File: src/hdl/page_framebuffer_draw_engine_assert.svh
// Assertion macros used by the draw engine top level.
`ifndef PAGE_FRAMEBUFFER_DRAW_ENGINE_ASSERT_SVH
`define PAGE_FRAMEBUFFER_DRAW_ENGINE_ASSERT_SVH

// Consequent must hold in the same cycle as the antecedent.
`define PFDE_ASSERT_NOW(lbl, ant, con, msg) \
  lbl: assert property (@(posedge clk_i) disable iff (!rst_ni) (ant) |-> (con)) \
    else $error(msg);

// Consequent must hold in the cycle after the antecedent.
`define PFDE_ASSERT_NEXT(lbl, ant, con, msg) \
  lbl: assert property (@(posedge clk_i) disable iff (!rst_ni) (ant) |=> (con)) \
    else $error(msg);

`endif

File: src/hdl/pfde_pkg.sv
// Package with the types, constants and helper functions of the page framebuffer draw engine.
`default_nettype none

package pfde_pkg;

  localparam int SCREEN_WIDTH  = 128;
  localparam int SCREEN_HEIGHT = 64;
  localparam int STORE_DEPTH   = 1024;

  localparam int DEPTH_W   = $clog2(STORE_DEPTH);
  localparam int NUM_PAGES = (SCREEN_HEIGHT + 7) / 8;
  localparam int PAGE_W    = (NUM_PAGES > 1) ? $clog2(NUM_PAGES) : 1;
  localparam int COL_W     = $clog2(SCREEN_WIDTH + 1);
  localparam int ADDR_W    = $clog2(NUM_PAGES * SCREEN_WIDTH) + 1;

  localparam logic [7:0] TOP_BITS [8] =
    '{8'h00, 8'h80, 8'hC0, 8'hE0, 8'hF0, 8'hF8, 8'hFC, 8'hFE};
  localparam logic [7:0] BOTTOM_BITS [8] =
    '{8'h00, 8'h01, 8'h03, 8'h07, 8'h0F, 8'h1F, 8'h3F, 8'h7F};

  typedef enum logic [2:0] {
    OP_PIXEL = 3'd0,
    OP_HLINE = 3'd1,
    OP_VLINE = 3'd2,
    OP_RECT  = 3'd3,
    OP_CLEAR = 3'd4,
    OP_READ  = 3'd5
  } op_e;

  typedef enum logic [1:0] {
    PEN_WHITE  = 2'd0,
    PEN_BLACK  = 2'd1,
    PEN_INVERT = 2'd2
  } pen_e;

  typedef enum logic [2:0] {
    ST_CLEAR,
    ST_IDLE,
    ST_WALK,
    ST_FLUSH,
    ST_READ,
    ST_RESP
  } state_e;

  typedef struct packed {
    logic [7:0] x;
    logic [7:0] y;
    logic [7:0] w;
    logic [7:0] h;
    pen_e       pen;
    logic [9:0] idx;
  } cmd_t;

  typedef struct packed {
    logic       valid;
    logic [7:0] read_data;
    logic       ignored;
  } res_t;

  typedef struct packed {
    logic               re;
    logic [DEPTH_W-1:0] raddr;
    logic               we;
    logic [DEPTH_W-1:0] waddr;
    logic [7:0]         wdata;
  } ram_req_t;

  // Bits lo up to hi of one byte set.
  function automatic logic [7:0] byte_mask(input logic [2:0] lo, input logic [2:0] hi);
    byte_mask = ~BOTTOM_BITS[lo] & ~TOP_BITS[3'd7 - hi];
  endfunction

  function automatic logic [7:0] apply_pen(input logic [7:0] data, input logic [7:0] mask,
                                           input pen_e pen);
    case (pen)
      PEN_WHITE:  apply_pen = data | mask;
      PEN_BLACK:  apply_pen = data & ~mask;
      PEN_INVERT: apply_pen = data ^ mask;
      default:    apply_pen = data;
    endcase
  endfunction

endpackage

`default_nettype wire

File: src/hdl/pfde_ctrl.sv
// Sequencer that walks spans byte by byte, reads, modifies and writes back the frame store.
`default_nettype none

module pfde_ctrl (
  input  wire logic              clk_i,
  input  wire logic              rst_ni,
  input  wire logic              cmd_valid_i,
  output logic                   cmd_ready_o,
  input  wire pfde_pkg::op_e     cmd_op_i,
  input  wire pfde_pkg::cmd_t    cmd_i,
  input  wire logic              res_free_i,
  output pfde_pkg::res_t         res_o,
  output pfde_pkg::ram_req_t     ram_req_o,
  input  wire logic [7:0]        ram_rdata_i
);

  pfde_pkg::state_e state_q, state_d;

  logic [pfde_pkg::COL_W-1:0]   col_q, col_d, col_end_q, col_end_d;
  logic [pfde_pkg::PAGE_W-1:0]  page_q, page_d, page_first_q, page_first_d;
  logic [pfde_pkg::PAGE_W-1:0]  page_last_q, page_last_d;
  logic [2:0]                   row_lo_q, row_lo_d, row_hi_q, row_hi_d;
  pfde_pkg::pen_e               pen_q, pen_d;
  logic                         wr_pend_q, wr_pend_d;
  logic [pfde_pkg::DEPTH_W-1:0] wr_addr_q, wr_addr_d;
  logic [7:0]                   wr_mask_q, wr_mask_d;
  logic [pfde_pkg::DEPTH_W-1:0] clr_addr_q, clr_addr_d;
  logic                         clr_reply_q, clr_reply_d;
  logic [7:0]                   res_data_q, res_data_d;
  logic                         res_ign_q, res_ign_d;

  logic       is_draw, off_screen, empty_span, one_col, one_row;
  logic [7:0] span_w, span_h;
  logic [8:0] col_sum, col_clip, row_sum, row_clip, row_last;
  logic [pfde_pkg::ADDR_W-1:0] walk_addr;
  logic       in_store, last_page, last_col, clr_done;
  logic [2:0] lo_sel, hi_sel;

  always_comb begin
    is_draw    = cmd_op_i inside {pfde_pkg::OP_PIXEL, pfde_pkg::OP_HLINE,
                                  pfde_pkg::OP_VLINE, pfde_pkg::OP_RECT};
    off_screen = ({1'b0, cmd_i.x} >= 9'(pfde_pkg::SCREEN_WIDTH)) ||
                 ({1'b0, cmd_i.y} >= 9'(pfde_pkg::SCREEN_HEIGHT));
    one_col    = cmd_op_i inside {pfde_pkg::OP_PIXEL, pfde_pkg::OP_VLINE};
    one_row    = cmd_op_i inside {pfde_pkg::OP_PIXEL, pfde_pkg::OP_HLINE};
    span_w     = one_col ? 8'd1 : cmd_i.w;
    span_h     = one_row ? 8'd1 : cmd_i.h;
    empty_span = (span_w == 8'd0) || (span_h == 8'd0);
    col_sum    = {1'b0, cmd_i.x} + {1'b0, span_w};
    col_clip   = (col_sum > 9'(pfde_pkg::SCREEN_WIDTH)) ? 9'(pfde_pkg::SCREEN_WIDTH) : col_sum;
    row_sum    = {1'b0, cmd_i.y} + {1'b0, span_h};
    row_clip   = (row_sum > 9'(pfde_pkg::SCREEN_HEIGHT)) ? 9'(pfde_pkg::SCREEN_HEIGHT) : row_sum;
    row_last   = row_clip - 9'd1;

    walk_addr  = pfde_pkg::ADDR_W'(page_q) * pfde_pkg::ADDR_W'(pfde_pkg::SCREEN_WIDTH) +
                 pfde_pkg::ADDR_W'(col_q);
    in_store   = 32'(walk_addr) < 32'(pfde_pkg::STORE_DEPTH);
    last_page  = page_q == page_last_q;
    last_col   = pfde_pkg::COL_W'(col_q + pfde_pkg::COL_W'(1)) == col_end_q;
    lo_sel     = (page_q == page_first_q) ? row_lo_q : 3'd0;
    hi_sel     = last_page ? row_hi_q : 3'd7;
    clr_done   = clr_addr_q == pfde_pkg::DEPTH_W'(pfde_pkg::STORE_DEPTH - 1);
  end

  always_comb begin
    state_d = state_q;
    case (state_q)
      pfde_pkg::ST_CLEAR: begin
        if (clr_done) begin
          state_d = clr_reply_q ? pfde_pkg::ST_RESP : pfde_pkg::ST_IDLE;
        end
      end
      pfde_pkg::ST_IDLE: begin
        if (cmd_valid_i) begin
          if (is_draw) begin
            state_d = (off_screen || empty_span) ? pfde_pkg::ST_RESP : pfde_pkg::ST_WALK;
          end else if (cmd_op_i == pfde_pkg::OP_CLEAR) begin
            state_d = pfde_pkg::ST_CLEAR;
          end else if (cmd_op_i == pfde_pkg::OP_READ) begin
            state_d = pfde_pkg::ST_READ;
          end else begin
            state_d = pfde_pkg::ST_RESP;
          end
        end
      end
      pfde_pkg::ST_WALK: begin
        if (last_page && last_col) begin
          state_d = pfde_pkg::ST_FLUSH;
        end
      end
      pfde_pkg::ST_FLUSH: state_d = pfde_pkg::ST_RESP;
      pfde_pkg::ST_READ:  state_d = pfde_pkg::ST_RESP;
      pfde_pkg::ST_RESP: begin
        if (res_free_i) begin
          state_d = pfde_pkg::ST_IDLE;
        end
      end
      default: state_d = pfde_pkg::ST_IDLE;
    endcase
  end

  always_comb begin
    cmd_ready_o     = state_q == pfde_pkg::ST_IDLE;
    res_o.valid     = state_q == pfde_pkg::ST_RESP;
    res_o.read_data = res_data_q;
    res_o.ignored   = res_ign_q;

    ram_req_o.re    = 1'b0;
    ram_req_o.raddr = pfde_pkg::DEPTH_W'(walk_addr);
    ram_req_o.we    = wr_pend_q;
    ram_req_o.waddr = wr_addr_q;
    ram_req_o.wdata = pfde_pkg::apply_pen(ram_rdata_i, wr_mask_q, pen_q);
    case (state_q)
      pfde_pkg::ST_CLEAR: begin
        ram_req_o.we    = 1'b1;
        ram_req_o.waddr = clr_addr_q;
        ram_req_o.wdata = 8'h00;
      end
      pfde_pkg::ST_IDLE: begin
        ram_req_o.re    = cmd_valid_i && (cmd_op_i == pfde_pkg::OP_READ);
        ram_req_o.raddr = pfde_pkg::DEPTH_W'(cmd_i.idx);
      end
      pfde_pkg::ST_WALK: ram_req_o.re = 1'b1;
      default: ram_req_o.re = 1'b0;
    endcase
  end

  always_comb begin
    col_d        = col_q;
    col_end_d    = col_end_q;
    page_d       = page_q;
    page_first_d = page_first_q;
    page_last_d  = page_last_q;
    row_lo_d     = row_lo_q;
    row_hi_d     = row_hi_q;
    pen_d        = pen_q;
    wr_pend_d    = 1'b0;
    wr_addr_d    = pfde_pkg::DEPTH_W'(walk_addr);
    wr_mask_d    = pfde_pkg::byte_mask(lo_sel, hi_sel);
    clr_addr_d   = clr_addr_q;
    clr_reply_d  = clr_reply_q;
    res_data_d   = res_data_q;
    res_ign_d    = res_ign_q;
    case (state_q)
      pfde_pkg::ST_CLEAR: clr_addr_d = pfde_pkg::DEPTH_W'(clr_addr_q + 1'b1);
      pfde_pkg::ST_IDLE: begin
        if (cmd_valid_i) begin
          col_d        = pfde_pkg::COL_W'(cmd_i.x);
          col_end_d    = pfde_pkg::COL_W'(col_clip);
          page_d       = pfde_pkg::PAGE_W'(cmd_i.y >> 3);
          page_first_d = pfde_pkg::PAGE_W'(cmd_i.y >> 3);
          page_last_d  = pfde_pkg::PAGE_W'(row_last >> 3);
          row_lo_d     = cmd_i.y[2:0];
          row_hi_d     = row_last[2:0];
          pen_d        = cmd_i.pen;
          clr_addr_d   = '0;
          clr_reply_d  = 1'b1;
          res_data_d   = 8'h00;
          res_ign_d    = is_draw && off_screen;
        end
      end
      pfde_pkg::ST_WALK: begin
        wr_pend_d = in_store;
        if (last_page) begin
          page_d = page_first_q;
          col_d  = pfde_pkg::COL_W'(col_q + pfde_pkg::COL_W'(1));
        end else begin
          page_d = pfde_pkg::PAGE_W'(page_q + pfde_pkg::PAGE_W'(1));
        end
      end
      pfde_pkg::ST_READ: res_data_d = ram_rdata_i;
      default: res_data_d = res_data_q;
    endcase
  end

  always_ff @(posedge clk_i or negedge rst_ni) begin
    if (!rst_ni) begin
      state_q     <= pfde_pkg::ST_CLEAR;
      clr_addr_q  <= '0;
      clr_reply_q <= 1'b0;
      wr_pend_q   <= 1'b0;
    end else begin
      state_q     <= state_d;
      clr_addr_q  <= clr_addr_d;
      clr_reply_q <= clr_reply_d;
      wr_pend_q   <= wr_pend_d;
    end
  end

  always_ff @(posedge clk_i) begin
    col_q        <= col_d;
    col_end_q    <= col_end_d;
    page_q       <= page_d;
    page_first_q <= page_first_d;
    page_last_q  <= page_last_d;
    row_lo_q     <= row_lo_d;
    row_hi_q     <= row_hi_d;
    pen_q        <= pen_d;
    wr_addr_q    <= wr_addr_d;
    wr_mask_q    <= wr_mask_d;
    res_data_q   <= res_data_d;
    res_ign_q    <= res_ign_d;
  end

endmodule

`default_nettype wire

File: config.mk
export PLATFORM = sky130hd
export DESIGN_NAME = pfde_ctrl
export DESIGN_NICKNAME = d
export VERILOG_FILES = /design/src/hdl/page_framebuffer_draw_engine_assert.svh /design/src/hdl/pfde_pkg.sv /design/src/hdl/pfde_ctrl.sv
export SDC_FILE = /design/constraint.sdc
export NUM_CORES = 1
export LEC_CHECK = 0
export BUFFER_PORTS_ARGS = -buffer_cell sky130_fd_sc_hd__buf_2
export CAP_MARGIN = 10
export CORE_UTILIZATION = 40
export CTS_CLUSTER_DIAMETER = 120
export DETAILED_ROUTE_END_ITERATION = 7
export PLACE_DENSITY = 0.62
export SLEW_MARGIN = 5
export SYNTH_ARGS = -nofsm -noshare
export SYNTH_HDL_FRONTEND = slang
export SYNTH_SLANG_ARGS = --single-unit
File: constraint.sdc
create_clock -name clk_i -period 3.6 [get_ports clk_i]
set_clock_uncertainty 0.2 [all_clocks]
set_input_delay 1.08 -clock clk_i [delete_from_list [all_inputs] [get_ports clk_i]]
set_output_delay 1.08 -clock clk_i [all_outputs]
set_load 0.005 [all_outputs]
==> flow_metrics.py, run 1 <==
metrics = {
    "logic_synthesis": {
        "synth.area.top_cells": "edfxtp_1 (26%), ha_1 (9.7%), dfrtp_1 (7.7%)",
        "synth_fp_nets": 585,
        "synth-async-reset-ratio_pct": 20.00,
        "ys.flop_type": "edfxtp_1",
        "synth_edf_count": 42,
        "synth_top_area_share_pct": 25.86,
        "yosysTopAreaCell": "edfxtp_1",
        "ys_seq_area_share_pct": 40.94,
        "syn_avg_cell_area_um2": 10.04,
        "synth_cell_types": 54,
        "syn_inst": 486,
        "synthesis.area_mm2": 0.004877,
        "synth_warnings": 0,
        "ys_ff_latch": 75,
    },
    "place": {
        "placed_area_mm2": 0.005872,
        "port_buffers": 99,
        "gp_congestion": 0.8113,
        "hpwlAfterDp_mm": 8.588,
    },
    "drt": {
        "drtIter0Drc": 171,
        "routed-via-count": 3890,
        "drt_wl_total_mm": 10.98,
        "drc_errors": 0,
        "wire_per_inst_um": 14.08,
        "firstDrtPassIters": 4,
        "postRouteAntennaNets": 0,
        "vias_per_cell": 4.987,
    },
    "floorplanning": {
        "die_w_um": 112.4,
        "dieArea_mm2": 0.01264,
        "coreArea_mm2": 0.01166,
        "initial_core_util_pct": 41.82,
        "die_h_um": 112.4,
        "ios": 100,
        "rows": 39,
    },
    "worst_setup_path": {
        "cp-start-kind": "input port",
        "cp.arrival_ns": 3.53,
        "worst-r2r-setup-slack_ns": 0.98,
        "required_ns": 3.49,
        "path_class": "in2reg",
        "crit_path_max_fanout": 4,
        "cp-end-kind": "flop",
    },
    "timing": {
        "final-hold-violation-count": 0,
        "finalCritPeriodShare_pct": 100.9,
        "setup_tns_ns": -0.03226,
        "setup_viol": 1,
        "rsz0062_at_grt": "yes",
        "final_max_slew_viol_count": 0,
        "period_needed_ns": 3.632,
        "slew_headroom_pct": 65.04,
        "layout_setup_ws_ns": -0.03226,
        "max_freq_mhz": 275.3,
        "worst_slew_pin_slew_ns": 0.5204,
    },
    "layout": {
        "stdcell_area_mm2": 0.006356,
        "antennaDiodeCount": 0,
        "syn_to_final_growth_pct": 30.32,
        "final_nets": 731,
        "nFillCells": 1021,
        "drive_gt1_share_pct": 34.38,
    },
    "clock_tree": {
        "clk_latency_ns": 0.33,
        "cts_tree": "yes",
        "htree_levels": 3,
        "clock_sinks": 75,
        "clkTransAtPathRegs_ns": 0.06,
        "clock_path_buffers": 2,
        "cts_root_buf": "clkbuf_16",
        "numCtsBuffers": 9,
    },
    "power_and_ir_drop": {
        "power.density_mw_per_mm2": 372.0,
        "p_sw_share_pct": 21.74,
        "power.switching_mw": 0.5140,
        "power_leakage_nw": 2.777,
        "p_comb_share_pct": 15.9,
        "ir_drop_v": 0.0001912,
        "power.share.clock_pct": 45.6,
        "p_int_mw": 1.850,
        "seqPwrFrac_pct": 38.4,
    },
    "grt": {
        "grt_pass1_vias": 3890,
        "antenna_found_initial": 0,
        "track_usage_pct": 18.29,
        "grt_max_degree": 34,
        "grt_pass1_wl_mm": 18.22,
        "grt_overflow": 0,
    },
    "status": {
        "status": "complete, but fails checks",
        "violations": "negative setup slack",
    },
    "worst_hold_path": {
        "min_path_type": "reg2reg",
    },
    "job": {
        "drv_cap": 0,
    },
}
[final timing paths]
kind | start | end | depth (start not counted)
max in group asynchronous | rst_ni | clr_addr_q[4] | 1
hold reg to reg | col_q[4] | wr_addr_q[4] | 0
hold / removal | col_q[4] | wr_addr_q[4] | 0
min in group asynchronous | rst_ni | clr_addr_q[9] | 1
setup / recovery | cmd_op_i[2] | row_hi_q[0] | 16
setup reg to reg | state_q[0] | clr_addr_q[7] | 8
[per-stage QoR]
step / cells / worst slack (ns) / hold WS (ns) / util, % / total power, mW
after floorplan: 486 / -0.3085 / 0.1991 / - / 1.122
after global placement: 756 / -0.3318 / 0.2574 / 50.35 / 1.258
after detailed placement: 756 / -0.4419 / 0.2537 / 50.35 / 1.269
after CTS: 778 / -0.002354 / 0.2653 / 53.93 / 2.362
after global routing: 780 / -0.1707 / 0.2791 / 54.50 / 2.462
final: 780 / -0.03226 / 0.2685 / 54.50 / 2.364
[final cells by class]
class                      count  area (um^2)  share of cell area, %
multi-input combinational    360         2798                  44.02
clock inverter                 6        127.6                  2.008
inverter                      37        138.9                  2.185
timing repair buffer         149        887.1                  13.96
clock buffer                  10        229.0                  3.602
tap                          143        178.9                  2.815
sequential                    75         1997                  31.42
[state kept, by name, indices dropped and copies added, names as in the netlist]
| register | cells |
|---|---|
| state_q | 3 |
| page_last_q | 3 |
| page_q | 3 |
| col_q | 8 |
| wr_mask_q | 8 |
| pen_q | 2 |
| wr_addr_q | 10 |
| clr_addr_q | 10 |
| page_first_q | 3 |
| col_end_q | 8 |
| wr_pend_q | 1 |
| row_hi_q | 3 |
| res_data_q | 8 |
| row_lo_q | 3 |
| res_ign_q | 1 |
| clr_reply_q | 1 |
[routing by layer]
metal | vias up | wire (um) | GRT usage [%]
met3 | 14 | 492 | 3.672
met1 | 1784 | 5131 | 23.87
met5 | - | 0 | 0
met4 | 0 | 165 | 6.400
met2 | 93 | 5193 | 30.31
li1 | 1999 | - | -
[kinds of logic after synthesis]
logic type      Yosys count  share of synthesized area [%]
compound gates           77                          10.06
xor+xnor                 38                          6.824
simple gates            173                          18.68
buf+inv                  51                          4.028
fa+ha+maj                40                          10.57
flops                    75                          40.94
mux                      32                          8.902
[placed cells by master, fill, tap and decap left out, drive strengths merged, types with 6 or more instances in the layout]
cell and n:
ha 38, nor2b 26, xor2 22, dfrtp 15, mux2 21, or2 7
buf 149, mux4 7, edfxtp 42, dfxtp 18, clkbuf 10, nor4 6
nand2 39, and2 10, xnor2 16, and3 7, nor3 11, nand3 11
inv 37, nor2 34, o21ai 30, a21oi 16
[Yosys cell counts, types with 11 or more instances]
master    count
nor3_1       11
nor2b_1      25
ha_1         38
inv_1        37
mux2_2       21
nand3_1      11
xor2_1       22
clkbuf_1     12
dfxtp_1      18
xnor2_1      16
a21oi_1      16
nand2_1      39
nor2_1       34
edfxtp_1     42
dfrtp_1      15
o21ai_0      30
[what timing repair did]
action	4_1_cts	5_1_grt
hold buffers	0	0
gates resized for setup	6	11
setup endpoints to repair	3	11
hold endpoints to repair	0	0
buffers inserted	6	4
pin swaps	11	15
[critical path: stages]
cell	delay (ns)
buf_6	0.10
nor2_4	0.12
or2_4	0.14
ha_4	0.12
inv_2	0.03
fa_2	0.36
nor2b_4	0.20
nor2_4	0.05
nor3b_2	0.20
nor3b_4	0.26
o211ai_1	0.15
a21oi_2	0.19
nand2_1	0.12
buf_4	0.15
buf_4	0.12
buf_4	0.12
[power by group through the flow]
stage / clock [mW] / combinational (mW) / sequential [mW]
2_1_floorplan: 0 / 0.195 / 0.926
3_3_place_gp: 0 / 0.332 / 0.926
3_5_place_dp: 0 / 0.343 / 0.926
4_1_cts: 1.10 / 0.358 / 0.908
5_1_grt: 1.14 / 0.419 / 0.908
6_report: 1.08 / 0.377 / 0.908
No activity file was read; power rests on OpenSTA's default activity.
==> run 2, diff against run 1 <==
--- a/config.mk
+++ b/config.mk
@@ -5,7 +5,7 @@
 export SDC_FILE = /design/constraint.sdc
 export NUM_CORES = 1
 export LEC_CHECK = 0
-export BUFFER_PORTS_ARGS = -buffer_cell sky130_fd_sc_hd__buf_2
+export BUFFER_PORTS_ARGS = -buffer_cell sky130_fd_sc_hd__buf_4
 export CAP_MARGIN = 10
 export CORE_UTILIZATION = 40
 export CTS_CLUSTER_DIAMETER = 120
==> run 2 against run 1 <==
  * The flow still finishes with violations (negative setup slack)
  * Total power decreased by 4.6%
  * Clock power decreased by 12%
  * Flip-flop and latch count unchanged
  * Sequential power about the same
  * Non-clock buffer count decreased by 2
  * Largest power group unchanged
  * Highest routed layer unchanged
==> flow_metrics.py, run 2 (synthesized netlist as in run 1, its figures left out) <==
metrics = {
    "status": {
        "status": "complete, but fails checks",
        "violations": "negative setup slack",
    },
    "timing": {
        "max_freq_mhz": 276.5,
        "setup_viol": 1,
        "period_needed_ns": 3.617,
        "final-hold-violation-count": 0,
        "rsz0062_at_grt": "yes",
        "finalCritPeriodShare_pct": 100.5,
        "layout_setup_ws_ns": -0.01671,
        "worst_slew_pin_slew_ns": 0.5044,
        "final_max_slew_viol_count": 0,
        "slew_headroom_pct": 66.11,
    },
    "worst_setup_path": {
        "path_class": "in2reg",
        "required_ns": 3.48,
        "cp-end-kind": "flop",
        "timing.rr.end": "clr_addr_q[9]",
        "worst-r2r-setup-slack_ns": 0.96,
        "crit_path_max_fanout": 4,
        "ff2ff_path_depth": 8,
        "cp-start-kind": "input port",
        "r2r-start": "state_q[0]",
        "cp.arrival_ns": 3.49,
    },
    "layout": {
        "drive_gt1_share_pct": 34.33,
        "top_regs": "clr_addr_q: 10 flops, wr_addr_q: 10 flops",
        "final_common_cell": "buf_4",
        "layout_common_cells": "buf_4 (144), edfxtp_1 (42), nand2_1 (38)",
        "fin_util_pct": 56.10,
        "antennaDiodeCount": 0,
        "syn_to_final_growth_pct": 34.15,
        "nFillCells": 1034,
        "final_nets": 729,
    },
    "floorplanning": {
        "die_h_um": 112.4,
        "initial_core_util_pct": 41.82,
        "ios": 100,
        "die_w_um": 112.4,
        "coreArea_mm2": 0.01166,
        "rows": 39,
        "dieArea_mm2": 0.01264,
    },
    "place": {
        "hpwlAfterDp_mm": 8.729,
        "port_buffers": 99,
        "pre_cts_ws_ns": -0.3996,
        "gp_congestion": 0.7953,
    },
    "job": {
        "drv_cap": 0,
    },
    "drt": {
        "wire_per_inst_um": 14.19,
        "firstDrtPassIters": 4,
        "drtIter0Drc": 189,
        "vias_per_cell": 5.040,
        "routed-via-count": 3921,
        "drc_errors": 0,
        "drt_wl_total_mm": 11.04,
        "postRouteAntennaNets": 0,
    },
    "clock_tree": {
        "cts_root_buf": "clkbuf_16",
        "htree_levels": 3,
        "clkTransAtPathRegs_ns": 0.06,
        "cts_tree": "yes",
        "clock_sinks": 75,
        "clk_latency_ns": 0.34,
        "numCtsBuffers": 9,
        "hold_buffers": 0,
        "clock_path_buffers": 2,
    },
    "grt": {
        "antenna_found_initial": 0,
        "grt_pass1_wl_mm": 18.50,
        "grt_max_degree": 34,
        "grt_pass1_vias": 3919,
        "grt_overflow": 0,
        "track_usage_pct": 18.50,
    },
    "worst_hold_path": {
        "worstHoldStart": "col_q[4]",
        "min_path_type": "reg2reg",
        "whs_path_depth": 0,
        "worstHoldEndpoint": "wr_addr_q[4]",
    },
    "power_and_ir_drop": {
        "power_leakage_nw": 2.841,
        "ir_drop_v": 0.0002347,
        "power.density_mw_per_mm2": 344.7,
    },
}
-- run 2: worst max path at each step --
stage                           start              to  slack [ns]  cells after the start
after floorplan           cmd_op_i[1]     row_hi_q[2]       -0.31                     14
after global placement    cmd_op_i[1]     row_hi_q[2]       -0.31                     15
after detailed placement  cmd_op_i[1]  page_last_q[1]       -0.40                     17
after CTS                 cmd_op_i[1]  page_last_q[1]       0.007                     17
after global routing      cmd_op_i[2]     row_hi_q[2]       -0.15                     14
final                     cmd_op_i[2]     row_hi_q[2]       -0.02                     14
-- run 2: worst max-delay path: stages --
cell and delay [ns]:
buf_8 0.10, nor2_4 0.11, buf_6 0.10, nor2b_1 0.04, ha_1 0.34, nor2b_4 0.16
o311a_1 0.36, and4bb_1 0.27, o21ai_1 0.07, a21o_1 0.20, a21oi_2 0.17, nand2b_1 0.13
ha_4 0.20, xor2_1 0.16
-- run 2: area by class of cell --
type                            count  area [um^2]  share of cell area [%]
Clock buffer                        9        225.2                   3.442
Clock inverter                      7        92.59                   1.415
Inverter                           37        138.9                   2.123
Multi-Input combinational cell    360         2791                   42.67
Sequential cell                    75         1997                   30.52
Tap cell                          143        178.9                   2.735
Timing Repair Buffer              147         1119                   17.10
-- run 2: what timing repair did --
| item | in CTS | in global routing |
|---|---|---|
| pin swaps | 6 | 15 |
| resized for setup | 1 | 14 |
| hold endpoints to repair | 0 | 0 |
| buffers inserted | 3 | 2 |
| setup endpoints to repair | 3 | 7 |
-- run 2: routing by layer --
| layer | global-route usage [%] | vias up | share of wire [%] |
|---|---|---|---|
| li1 | - | 2005 | - |
| met1 | 24.11 | 1806 | 46 |
| met2 | 31.01 | 100 | 48 |
| met3 | 3.348 | 10 | 5.0 |
| met4 | 6.400 | 0 | 1.2 |
| met5 | 0 | - | 0 |
-- run 2: stage by stage --
step | TNS (ns) | instance area, um^2 | cells | total power, mW | hold WS [ns]
detailed placement | -2.502 | 6127 | 757 | 1.291 | 0.2529
global placement | -1.875 | 6127 | 757 | 1.283 | 0.2520
global route | -0.3491 | 6543 | 778 | 2.346 | 0.2854
CTS | 0 | 6480 | 776 | 2.257 | 0.2647
finish | -0.01671 | 6543 | 778 | 2.255 | 0.2786
floorplan | -0.8787 | 4935 | 486 | 1.122 | 0.1991
-- run 2: power by group --
part	internal [mW]	total [mW]	switching (mW)	leakage [nW]
clock network	0.603	0.950	0.347	0.149
logic	0.220	0.396	0.177	2.00
registers	0.908	0.908	0	0.688
==> run 3, diff against run 2 <==
==> constraint.sdc (replaced) <==
create_clock -name clk_i -period 3.4 [get_ports clk_i]
set_clock_uncertainty 0.2 [all_clocks]
set_input_delay 1.02 -clock clk_i [delete_from_list [all_inputs] [get_ports clk_i]]
set_output_delay 1.02 -clock clk_i [all_outputs]
set_load 0.005 [all_outputs]
==> run 3 against run 2 <==
  * Largest power group is now registers
  * Via count rose by 2.3%
  * Combinational power up 13%
  * Final cell count up 2.1%
  * The flow still finishes with violations (negative setup slack)
  * Highest routed layer unchanged
  * Largest cell class unchanged
  * Design area rose by 2.9%
==> flow_metrics.py, run 3 (synthesized netlist as in run 1, its figures left out) <==
metrics = {
    "status": {
        "status": "complete, but fails checks",
        "violations": "negative setup slack",
    },
    "layout": {
        "regArea_mm2": 0.001997,
        "final_common_cell": "buf_4",
        "final_nets": 745,
        "syn_to_final_growth_pct": 38.05,
        "nFillCells": 1022,
        "antennaDiodeCount": 0,
        "fin_util_pct": 57.73,
        "instances_no_fill": 794,
        "drive_gt1_share_pct": 37.48,
        "multi_input_area_mm2": 0.002855,
        "layout_common_cells": "buf_4 (155), edfxtp_1 (42), nand2_1 (38)",
        "top_regs": "clr_addr_q: 10 flops, wr_addr_q: 10 flops",
    },
    "grt": {
        "grt_pass1_vias": 4083,
        "antenna_found_initial": 0,
        "grt_max_degree": 34,
        "grt_overflow": 0,
        "grt_pass1_wl_mm": 18.90,
        "track_usage_pct": 18.68,
    },
    "timing": {
        "final-hold-violation-count": 0,
        "setup_tns_ns": -0.6164,
        "setup_viol": 4,
        "final_max_slew_viol_count": 0,
        "rsz0062_at_grt": "yes",
        "period_needed_ns": 3.573,
        "finalCritPeriodShare_pct": 105.1,
        "slew_headroom_pct": 63.07,
        "max_freq_mhz": 279.9,
        "layout_setup_ws_ns": -0.1733,
        "worst_slew_pin_slew_ns": 0.5498,
    },
    "place": {
        "gp_congestion": 0.8165,
        "port_buffers": 99,
        "hpwlAfterDp_mm": 8.704,
        "post-place-cells": 760,
    },
    "clock_tree": {
        "cts_root_buf": "clkbuf_16",
        "numCtsBuffers": 9,
        "clock_sinks": 75,
        "clk_latency_ns": 0.33,
        "cts_tree": "yes",
        "clock_path_buffers": 2,
        "clkTransAtPathRegs_ns": 0.05,
        "htree_levels": 3,
    },
    "floorplanning": {
        "die_h_um": 112.4,
        "dieArea_mm2": 0.01264,
        "ios": 100,
        "coreArea_mm2": 0.01166,
        "initial_core_util_pct": 41.82,
        "rows": 39,
        "die_w_um": 112.4,
    },
    "power_and_ir_drop": {
        "power.density_mw_per_mm2": 351.3,
        "ir_drop_v": 0.0002025,
        "p_comb_share_pct": 18.9,
        "power.share.clock_pct": 40.4,
        "p_sw_share_pct": 22.93,
        "seqPwrFrac_pct": 40.7,
        "p_int_mw": 1.823,
        "power.switching_mw": 0.5424,
        "power_leakage_nw": 2.953,
    },
    "drt": {
        "routed-via-count": 4013,
        "drc_errors": 0,
        "postRouteAntennaNets": 0,
        "wire_per_inst_um": 14.22,
        "drtIter0Drc": 188,
        "firstDrtPassIters": 4,
        "drt_wl_total_mm": 11.29,
        "vias_per_cell": 5.054,
    },
    "worst_setup_path": {
        "cp-start-kind": "input port",
        "required_ns": 3.26,
        "path_class": "in2reg",
        "cp-end-kind": "flop",
        "crit_path_max_fanout": 4,
        "cp.arrival_ns": 3.44,
    },
    "job": {
        "drv_cap": 0,
    },
    "worst_hold_path": {
        "min_path_type": "reg2reg",
    },
}
run 3: cell types whose count changed in the layout (fill, tap and decap cells not counted), moves of 2 or more:
cell | before | now
nor2b_4 | 1 | 7
buf_6 | 2 | 7
ha_1 | 36 | 34
nor2_4 | 1 | 3
o21ai_0 | 27 | 29
buf_4 | 144 | 155
clkbuf_8 | 0 | 2
nor2b_1 | 25 | 18
run 3: final timing paths:
check / slack, ns / startpoint / cells past startpoint / endpoint
worst max-delay path: -0.17 / cmd_op_i[2] / 15 / row_hi_q[2]
max in group asynchronous: 2.48 / rst_ni / 1 / clr_addr_q[4]
min in group asynchronous: 0.34 / rst_ni / 1 / clr_addr_q[7]
worst min register to register: 0.26 / col_q[4] / 0 / wr_addr_q[4]
worst max register to register: 0.84 / state_q[0] / 8 / clr_addr_q[9]
worst min-delay path: 0.26 / col_q[4] / 0 / wr_addr_q[4]
run 3: power groups by stage:
stage                     logic, mW  clock network (mW)  registers [mW]
final                         0.447               0.956           0.962
after floorplan               0.207                   0           0.981
after detailed placement      0.390                   0           0.981
after global routing          0.496                1.02           0.961
after CTS                     0.441               0.976           0.962
after global placement        0.381                   0           0.981
run 3: cell type report:
type | count | share of cell area, %
clock inverter | 4 | 0.7248
timing repair buffer | 163 | 18.68
inverter | 37 | 2.063
multi-input combinational | 360 | 42.41
tap | 143 | 2.658
clock buffer | 12 | 3.810
sequential | 75 | 29.66
run 3: repair_timing:
item                                    4_1_cts  5_1_grt
setup buffers                                18        4
endpoints found under the setup margin        4       17
pin swaps                                    14       17
resized for setup                            11       26
endpoints found under the hold margin         0        0
hold buffers                                  0        0
run 3: layer usage:
metal,GRT usage [%],up-vias,share of wire (%)
li1,-,2033,-
met5,0,-,0
met1,24.59,1885,46
met3,3.402,6,4.3
met4,5.511,0,0.75
met2,31.43,89,49
run 3: stage by stage:
step	setup slack [ns]	power [mW]	area (um^2)	hold WS [ns]
floorplan	-0.4485	1.188	4937	0.1991
global placement	-0.4437	1.361	6152	0.2585
detailed placement	-0.5466	1.371	6152	0.2542
CTS	-0.1064	2.379	6634	0.2652
global route	-0.3352	2.477	6733	0.2838
finish	-0.1733	2.365	6733	0.2597
run 3: worst max-delay path, cell delays in order:
cell      delay, ns
buf_8          0.10
nor2_4         0.10
or2_4          0.14
ha_4           0.13
inv_2          0.03
fa_2           0.35
nor2b_4        0.19
nor2_4         0.06
nor3b_2        0.21
nor3b_4        0.28
o211ai_1       0.16
a21oi_2        0.20
nand2_1        0.10
ha_2           0.20
xor2_1         0.16
